$ cat src/rtl/m3au_pkg.sv
// ----------------------------------------------------------------------------
// m3au_pkg: shared types and codes for the 3x3 matrix arithmetic unit
// Operation codes, command codes and sequencer state encoding.
// ----------------------------------------------------------------------------
package m3au_pkg;

  localparam logic CMD_LOAD    = 1'b0;
  localparam logic CMD_COMPUTE = 1'b1;

  typedef enum logic [2:0] {
    OP_ADD  = 3'd0,
    OP_SUB  = 3'd1,
    OP_MUL  = 3'd2,
    OP_SADD = 3'd3,
    OP_SSUB = 3'd4,
    OP_SMUL = 3'd5,
    OP_SDIV = 3'd6,
    OP_NONE = 3'd7
  } op_t;

  localparam int ELEMS = 9;
  localparam int IDX_W = 4;

  typedef enum logic [5:0] {
    S_IDLE = 6'b000001,
    S_READ = 6'b000010,
    S_MAC  = 6'b000100,
    S_DIV  = 6'b001000,
    S_FIN  = 6'b010000,
    S_OUT  = 6'b100000
  } state_t;

endpackage

$ cat src/rtl/matrix3x3_arith_unit_core.sv
// ----------------------------------------------------------------------------
// matrix3x3_arith_unit_core: 3x3 fixed-point matrix arithmetic unit
// Holds matrices A and B in two memories; load beats write one element pair,
// compute beats stream nine saturated result elements in row-major order.
// ----------------------------------------------------------------------------
// Sequence: a load beat is written to the memories directly. For a compute beat
//   each element goes through S_READ (addresses), then S_MAC for scalar multiply
//   and the matrix product (three reads through one multiplier) or S_DIV for a
//   divide, then S_FIN, which registers the result and raises m_tvalid, then S_OUT.
// Throughput: loads one per cycle while no compute is in progress; a compute holds
//   the input for nine element passes (plus output stalls).
// Reset: clears the sequencer and output valid; the matrix memories keep
//   whatever they hold and are undefined until loaded.
module matrix3x3_arith_unit_core #(
  parameter int DATA_WIDTH = 32,
  parameter int FRAC_BITS  = 16
) (
  input  logic                        clk,
  input  logic                        rst,
  input  logic                        s_tvalid,
  output logic                        s_tready,
  // tuser: [0] command, [3:1] operation
  input  logic [3:0]                  s_tuser,
  // tdata: row_index, col_index, a_value, b_value, scalar_value, zero pad
  input  logic [((3*DATA_WIDTH+4+7)/8)*8-1:0] s_tdata,
  output logic                        m_tvalid,
  input  logic                        m_tready,
  output logic                        m_tlast,
  // tuser: [0] saturated_flag, [1] divide_by_zero
  output logic [1:0]                  m_tuser,
  // tdata: out_row, out_col, out_value, zero pad
  output logic [((DATA_WIDTH+4+7)/8)*8-1:0] m_tdata
);
  import m3au_pkg::*;

  localparam int OW = ((DATA_WIDTH+4+7)/8)*8;
  localparam int PW = 2*DATA_WIDTH + 2;   // product/accumulator width
  localparam int QW = DATA_WIDTH + FRAC_BITS + 1;
  localparam logic signed [DATA_WIDTH-1:0] VMAX = {1'b0, {(DATA_WIDTH-1){1'b1}}};
  localparam logic signed [DATA_WIDTH-1:0] VMIN = {1'b1, {(DATA_WIDTH-1){1'b0}}};

  // input field slices
  logic                          cmd;
  op_t                           op_in;
  logic [1:0]                    row_in, col_in;
  logic signed [DATA_WIDTH-1:0]  a_in, b_in, s_in;
  assign cmd    = s_tuser[0];
  assign op_in  = op_t'(s_tuser[3:1]);
  assign row_in = s_tdata[1:0];
  assign col_in = s_tdata[3:2];
  assign a_in   = s_tdata[4 +: DATA_WIDTH];
  assign b_in   = s_tdata[4+DATA_WIDTH +: DATA_WIDTH];
  assign s_in   = s_tdata[4+2*DATA_WIDTH +: DATA_WIDTH];

  // matrix memories, one read port each, registered read data
  logic signed [DATA_WIDTH-1:0] mem_a [ELEMS];
  logic signed [DATA_WIDTH-1:0] mem_b [ELEMS];
  logic [IDX_W-1:0]             ra_addr, rb_addr;
  logic signed [DATA_WIDTH-1:0] ra_data, rb_data;

  state_t                       state;
  op_t                          op;
  logic signed [DATA_WIDTH-1:0] scalar;
  logic [1:0]                   er, ec;   // element being produced
  logic [1:0]                   kk;       // product term index
  logic signed [PW-1:0]         acc;
  logic signed [PW-1:0]         prod;
  logic                         prod_v;
  logic                         prod_q2;
  logic                         div_start, div_done;
  logic signed [QW-1:0]         quot;
  logic signed [DATA_WIDTH-1:0]   mul_b;
  logic signed [2*DATA_WIDTH-1:0] mul_p;

  // final value select
  logic [DATA_WIDTH-1:0]        sat_val;
  logic                         sat_flag, dz_val;
  logic [DATA_WIDTH:0]          sw;

  logic in_fire, out_fire;
  assign in_fire  = s_tvalid && s_tready;
  assign out_fire = m_tvalid && m_tready;
  assign s_tready = (state == S_IDLE);

  always_ff @(posedge clk) begin
    if (in_fire && cmd == CMD_LOAD && row_in < 2'd3 && col_in < 2'd3) begin
      mem_a[IDX_W'(row_in)*4'd3 + IDX_W'(col_in)] <= a_in;
      mem_b[IDX_W'(row_in)*4'd3 + IDX_W'(col_in)] <= b_in;
    end
    ra_data <= mem_a[ra_addr];
    rb_data <= mem_b[rb_addr];
  end

  // read addresses: elementwise ops use (er,ec); product walks row er of A
  // and column ec of B
  always_comb begin
    if (op == OP_MUL) begin
      ra_addr = IDX_W'(er)*4'd3 + IDX_W'(kk);
      rb_addr = IDX_W'(kk)*4'd3 + IDX_W'(ec);
    end else begin
      ra_addr = IDX_W'(er)*4'd3 + IDX_W'(ec);
      rb_addr = ra_addr;
    end
  end

  // one DATA_WIDTH x DATA_WIDTH signed multiplier, registered
  assign mul_b = (op == OP_MUL) ? rb_data : scalar;
  assign mul_p = ra_data * mul_b;

  always_ff @(posedge clk) begin
    prod <= PW'(mul_p);
  end

  m3au_div #(.DATA_WIDTH(DATA_WIDTH), .FRAC_BITS(FRAC_BITS)) u_div (
    .clk      (clk),
    .rst      (rst),
    .start    (div_start),
    .dividend (ra_data),
    .divisor  (scalar),
    .done     (div_done),
    .quotient (quot)
  );

  // elementwise sum, exact at DATA_WIDTH+1
  logic signed [DATA_WIDTH:0] esum;
  always_comb begin
    unique case (op)
      OP_ADD:  esum = (DATA_WIDTH+1)'(ra_data) + (DATA_WIDTH+1)'(rb_data);
      OP_SUB:  esum = (DATA_WIDTH+1)'(ra_data) - (DATA_WIDTH+1)'(rb_data);
      OP_SADD: esum = (DATA_WIDTH+1)'(ra_data) + (DATA_WIDTH+1)'(scalar);
      default: esum = (DATA_WIDTH+1)'(ra_data) - (DATA_WIDTH+1)'(scalar);
    endcase
  end

  // saturate a wide value to DATA_WIDTH
  function automatic logic [DATA_WIDTH:0] sat_w(input logic signed [PW-1:0] v);
    logic signed [DATA_WIDTH-1:0] lo;
    lo = v[DATA_WIDTH-1:0];
    if (v > PW'(VMAX))      sat_w = {1'b1, VMAX};
    else if (v < PW'(VMIN)) sat_w = {1'b1, VMIN};
    else                    sat_w = {1'b0, lo};
  endfunction

  logic signed [PW-1:0] shifted_acc;
  assign shifted_acc = acc >>> FRAC_BITS;

  always_ff @(posedge clk) begin
    if (rst) begin
      state     <= S_IDLE;
      m_tvalid  <= 1'b0;
      div_start <= 1'b0;
      prod_v    <= 1'b0;
    end else begin
      // divider kick in the first S_DIV cycle, when read data is valid
      div_start <= (state == S_READ) && (op == OP_SDIV);
      // one product per address cycle
      prod_v    <= (state == S_READ) && (op == OP_MUL || op == OP_SMUL);
      // accumulator cleared between elements; products land after their address
      // has passed through the read-data and product registers
      if (state == S_IDLE || state == S_OUT) acc <= '0;
      else if (prod_q2) acc <= acc + prod;
      unique case (state)
        S_IDLE: begin
          if (in_fire && cmd == CMD_COMPUTE && op_in != OP_NONE) begin
            op     <= op_in;
            scalar <= s_in;
            er     <= 2'd0;
            ec     <= 2'd0;
            kk     <= 2'd0;
            state  <= S_READ;
          end
        end
        S_READ: begin
          // address presented this cycle, data next
          if (op == OP_MUL) begin
            if (kk == 2'd2) state <= S_MAC;
            else kk <= kk + 2'd1;
          end else if (op == OP_SMUL) begin
            state  <= S_MAC;
          end else if (op == OP_SDIV) begin
            state <= S_DIV;
          end else begin
            state <= S_FIN;
          end
        end
        S_MAC: begin
          // wait for remaining products to accumulate
          if (!prod_v) state <= S_FIN;
        end
        S_DIV: begin
          if (div_done) state <= S_FIN;
        end
        S_FIN: begin
          m_tvalid <= 1'b1;
          m_tdata  <= OW'({sat_val, ec, er});
          m_tuser  <= {dz_val, sat_flag};
          m_tlast  <= (er == 2'd2) && (ec == 2'd2);
          state    <= S_OUT;
        end
        S_OUT: begin
          if (out_fire) begin
            m_tvalid <= 1'b0;
            kk       <= 2'd0;
            if (er == 2'd2 && ec == 2'd2) state <= S_IDLE;
            else begin
              if (ec == 2'd2) begin
                ec <= 2'd0;
                er <= er + 2'd1;
              end else ec <= ec + 2'd1;
              state <= S_READ;
            end
          end
        end
        default: state <= S_IDLE;
      endcase
    end
  end

  // product alignment: address cycle -> ra_data -> prod register
  always_ff @(posedge clk) begin
    if (rst) prod_q2 <= 1'b0;
    else     prod_q2 <= prod_v;
  end

  always_comb begin
    dz_val = 1'b0;
    sw     = '0;
    unique case (op)
      OP_MUL, OP_SMUL: sw = sat_w(shifted_acc);
      OP_SDIV: begin
        if (scalar == '0) begin
          dz_val = 1'b1;
          sw     = {1'b1, ra_data[DATA_WIDTH-1] ? VMIN : VMAX};
        end else begin
          sw = sat_w(PW'(quot));
        end
      end
      default: sw = sat_w(PW'(esum));
    endcase
    sat_val  = sw[DATA_WIDTH-1:0];
    sat_flag = sw[DATA_WIDTH];
  end
endmodule

$ cat src/rtl/m3au_div.sv
// ----------------------------------------------------------------------------
// m3au_div: radix-2 restoring divider
// Signed (a << FRAC_BITS) / s, truncated toward zero, one quotient bit a cycle.
// Result is the full-width quotient; the caller saturates.
// ----------------------------------------------------------------------------
module m3au_div #(
  parameter int DATA_WIDTH = 32,
  parameter int FRAC_BITS  = 16
) (
  input  logic                                  clk,
  input  logic                                  rst,
  input  logic                                  start,
  input  logic signed [DATA_WIDTH-1:0]          dividend,
  input  logic signed [DATA_WIDTH-1:0]          divisor,
  output logic                                  done,
  output logic signed [DATA_WIDTH+FRAC_BITS:0]  quotient
);
  localparam int NW = DATA_WIDTH + FRAC_BITS;
  localparam int CW = $clog2(NW + 1);

  logic [NW-1:0]         num;
  logic [NW-1:0]         quo;
  logic [DATA_WIDTH:0]   rem;
  logic [DATA_WIDTH:0]   den;
  logic                  neg;
  logic [CW-1:0]         cnt;
  logic                  busy;
  logic [DATA_WIDTH+1:0] trial;
  logic [DATA_WIDTH+1:0] shifted;
  logic [NW-1:0]         num_abs;
  logic signed [NW:0]    num_ext;

  always_comb begin
    num_ext = {{(FRAC_BITS+1){dividend[DATA_WIDTH-1]}}, dividend} <<< FRAC_BITS;
    num_abs = dividend[DATA_WIDTH-1] ? NW'(-num_ext) : num_ext[NW-1:0];
    shifted = {rem, num[NW-1]};
    trial   = shifted - {1'b0, den};
  end

  always_ff @(posedge clk) begin
    if (rst) begin
      busy <= 1'b0;
      done <= 1'b0;
      cnt  <= '0;
    end else begin
      done <= 1'b0;
      if (start) begin
        busy <= 1'b1;
        cnt  <= CW'(NW);
      end else if (busy) begin
        cnt <= cnt - CW'(1);
        if (cnt == CW'(1)) begin
          busy <= 1'b0;
          done <= 1'b1;
        end
      end
    end
  end

  always_ff @(posedge clk) begin
    if (start) begin
      num <= num_abs;
      quo <= '0;
      rem <= '0;
      den <= divisor[DATA_WIDTH-1] ? (DATA_WIDTH+1)'(-{divisor[DATA_WIDTH-1], divisor})
                                   : {1'b0, divisor};
      neg <= dividend[DATA_WIDTH-1] ^ divisor[DATA_WIDTH-1];
    end else if (busy) begin
      num <= {num[NW-2:0], 1'b0};
      if (!trial[DATA_WIDTH+1]) begin
        rem <= trial[DATA_WIDTH:0];
        quo <= {quo[NW-2:0], 1'b1};
      end else begin
        rem <= shifted[DATA_WIDTH:0];
        quo <= {quo[NW-2:0], 1'b0};
      end
    end
  end

  assign quotient = neg ? -$signed({1'b0, quo}) : $signed({1'b0, quo});
endmodule

$ cat config.mk
export PLATFORM = sky130hd
export DESIGN_NAME = matrix3x3_arith_unit_core
export DESIGN_NICKNAME = d
export VERILOG_FILES = /design/src/rtl/m3au_pkg.sv /design/src/rtl/matrix3x3_arith_unit_core.sv /design/src/rtl/m3au_div.sv
export SDC_FILE = /design/constraint.sdc
export NUM_CORES = 2
export LEC_CHECK = 0
export BUFFER_PORTS_ARGS = -buffer_cell sky130_fd_sc_hd__buf_2
export CORE_MARGIN = 2
export CORE_UTILIZATION = 65
export CTS_CLUSTER_SIZE = 14
export DETAILED_ROUTE_END_ITERATION = 16
export PLACE_DENSITY = 0.88
export SLEW_MARGIN = 15
export SYNTH_ARGS = -nofsm -noshare
export SYNTH_HDL_FRONTEND = slang
export SYNTH_SLANG_ARGS = --single-unit
$ cat constraint.sdc
create_clock -name clk -period 12.6 [get_ports clk]
set_clock_uncertainty 0.15 [all_clocks]
set_input_delay 0.63 -clock clk [delete_from_list [all_inputs] [get_ports clk]]
set_output_delay 0.63 -clock clk [all_outputs]
set_load 0.01 [all_outputs]
==> run_results.csv <==
group,metric,value,unit
status,status,"finished clean",
global_routing,grt_max_degree,97,
timing,fin_tns_setup,0,ps
drt,routed_wl,253000,µm
clocking,htreeDepth,3,
clocking,cts_num_sinks,1015,
setup_path,cp_top_family,"adder cells",
drt,ant_nets,0,
setup_path,cp.depth,30,
layout,area_growth,7.67,%
timing,drv_slew,0,
floorplanning,fp.coreArea,0.130,mm²
global_routing,grt-ovfl-total,0,
clocking,path_clk_slew,70,ps
synth,synth.area.top_cells,"edfxtp_1 (28%), fa_1 (26%), nand2_1 (6.1%), dfxtp_1 (5.3%), inv_1 (5.2%)",
setup_path,crit_required,13020,ps
setup_path,cpMostUsedCell,"fa_1",
synth,ys.warnings.count,0,
floorplanning,die_area,0.134,mm²
synth,yosys.area.top_type_share,27.7,%
synth,yosysTopAreaCell,"edfxtp_1",
synth,ys_ff_latch,1015,
clocking,post_cts_buffers,0,
clocking,cts_resized,0,
clocking,cts_root_buf,"clkbuf_16",
floorplanning,fp.dieH,366,µm
setup_path,slowest_delay,1030,ps
floorplanning,start_util,65.7,%
setup_path,arrival,11670,ps
drt,vias,66100,
timing,rsz0062_at_grt,"no",
timing,layout_setup_ws,1350,ps
synth,syn_area,0.0854,mm²
placement,place_congestion,1.02,
setup_path,cp-start-kind,"register",
synth,ys_types,86,
setup_path,worst_path_max_delay_cell,"mux2i_2",
setup_path,cp-end-kind,"register",
setup_path,worstPathMaxFanout,47,
drt,viasPerCell,6.36,
floorplanning,fp-row-count,132,
synth,async_flop_share,0,%
clocking,cts_tree,"yes",
setup_path,path_buf_inv,7,
timing,finalSetupViolations,0,
timing,worst_slew_pin_slew,1300,ps
placement,hpwlAfterDp,169000,µm
drt,drt_iter0_drc,9063,
drt,first_pass_iters,7,
placement,portBuffers,148,
worst_hold_path,hold_path.class,"input pin to register",
layout,drive_gt1_share,5.92,%
global_routing,grt_pass1_vias,69600,
synth,yosysSeqAreaShare,33.0,%
timing,final.period_utilization,89.3,%
placement,dpl_worst_slack,1640,ps
synth,synth.avg_cell_area,9.94,µm²
setup_path,critical_path_class,"register to register",
worst_hold_path,hold_depth,1,
clocking,cts_buffers,98,
floorplanning,pin_count,157,
drt,drc,0,
job,max-cap-violations,0,
global_routing,grt_usage,37.8,%
clocking,clock_latency,840,ps
global_routing,antenna_found_initial,32,
timing,final.min_clock_period,11250,ps
drt,wl_per_cell,24.4,µm
layout,fin_nets,10100,
floorplanning,die_w,366,µm
global_routing,grt_pass1_wl,390000,µm
clocking,cts_buffer_depth,3,
timing,finalHoldViolCount,0,
synth,synth_edf_count,788,
synth,ys.flop_type,"edfxtp_1",
timing,max_freq,88.9,MHz
setup_path,r2r_cells,30,
synth,postSynthCellCount,8586,
timing,relSlewSlack,13.6,%
## routing by layer
| layer | vias up | track usage, % | part of all wire (%) | wire length [µm] |
|---|---|---|---|---|
| met5 | - | 0 | 0.049 | 123 |
| met4 | 16 | 24.4 | 7.6 | 19300 |
| met3 | 1322 | 13.4 | 14 | 36700 |
| met2 | 5207 | 57.3 | 44 | 112000 |
| met1 | 31900 | 45.9 | 34 | 85600 |
| li1 | 27700 | - | - | - |
## metrics by stage
step	util, %	cells	hold slack, ps	cell area [µm²]
finish	70.7	10400	45.6	91900
global route	70.7	10400	28.5	91900
CTS	70.7	10400	6.52	91900
detailed placement	67.4	10100	277	87600
global placement	67.4	10100	275	87600
floorplan	-	8590	261	85400
## logic make-up (layout without fill, tap and decap cells)
| group | after synthesis | count (layout) | synth area share (%) |
|---|---|---|---|
| multiplexers | 100 | 100 | 1.18 |
| flip-flops | 1015 | 1015 | 33.0 |
| other | 1 | 28 | 0.00439 |
| adder cells (fa/ha/maj) | 1424 | 1424 | 30.5 |
| XOR/XNOR | 347 | 347 | 3.56 |
| buffers and inverters | 1679 | 1717 | 7.44 |
| AO/OA/AOI/OAI | 1090 | 1090 | 8.27 |
| AND/OR/NAND/NOR | 2930 | 2930 | 16.1 |
## flip-flops by register name, indices dropped and copies added, names as in the netlist, 3 cells and up
signal	flops
mem_a	288
mem_b	288
acc	66
prod	64
u_div.quo	48
m_tdata	36
u_div.den	33
u_div.rem	33
ra_data	32
rb_data	32
scalar	32
u_div.num	32
state	6
u_div.cnt	6
op	3
## synth_stat cells (8+ instances only)
| cell type | number |
|---|---|
| a211oi_1 | 41 |
| a21o_1 | 118 |
| a21oi_1 | 298 |
| a221oi_1 | 10 |
| a311oi_1 | 72 |
| a31o_2 | 8 |
| a31oi_1 | 93 |
| and2_1 | 288 |
| and3_1 | 89 |
| buf_1 | 22 |
| clkbuf_1 | 451 |
| dfxtp_1 | 227 |
| edfxtp_1 | 788 |
| fa_1 | 1091 |
| ha_1 | 333 |
| inv_1 | 1194 |
| mux2i_1 | 97 |
| nand2_1 | 1395 |
| nand2b_1 | 67 |
| nand3_1 | 196 |
| nand3_2 | 14 |
| nand3b_1 | 8 |
| nand4_1 | 35 |
| nor2_1 | 396 |
| nor2b_1 | 262 |
| nor3_1 | 55 |
| nor4_1 | 23 |
| o2111ai_1 | 10 |
| o211ai_1 | 19 |
| o21a_1 | 33 |
| o21ai_0 | 209 |
| o21bai_1 | 28 |
| o22ai_1 | 15 |
| o31ai_1 | 47 |
| o41ai_1 | 20 |
| or2_2 | 17 |
| or3_1 | 33 |
| or4_1 | 26 |
| xnor2_1 | 207 |
| xor2_1 | 140 |
## cells in the final DEF, fill, tap and decap left out, drive strengths merged, types with 252 or more instances in the layout
cell type	netlist	routed
edfxtp	788	788
and2	288	288
nand2	1395	1395
fa	1091	1091
a21oi	298	298
nor2	396	396
buf	32	252
ha	333	333
inv	1195	1198
nor2b	262	262
## path summary, 6_finish.rpt
path	from	endpoint	slack, ps
min reg2reg	mem_b[8][18]$_DFFE_PP_	rb_data[18]$_DFF_P_	260
min	s_tdata[65]	mem_b[1][29]$_DFFE_PP_	50
max	op[1]$_DFFE_PP_	prod[63]$_DFF_P_	1350
max reg2reg	op[1]$_DFFE_PP_	prod[63]$_DFF_P_	1350
## final cells by class
class | instances | area, µm²
clock inverters | 41 | 547
inverters | 1196 | 4490
diodes | 23 | 57.6
repair buffers | 336 | 2370
fillers | 8468 | 38100
flip-flops and latches | 1015 | 28200
clock buffers | 144 | 2890
multi-input cells | 5896 | 51200
well taps | 1742 | 2180
## what timing repair did
action / CTS / global route
setup endpoints to repair: 0 / 0
hold buffers: 84 / 0
hold endpoints to repair: 448 / 0
Power is left out: the tool's default activity adds up to more than one toggle a clock period on the data nets, which glitch-free logic cannot reach.
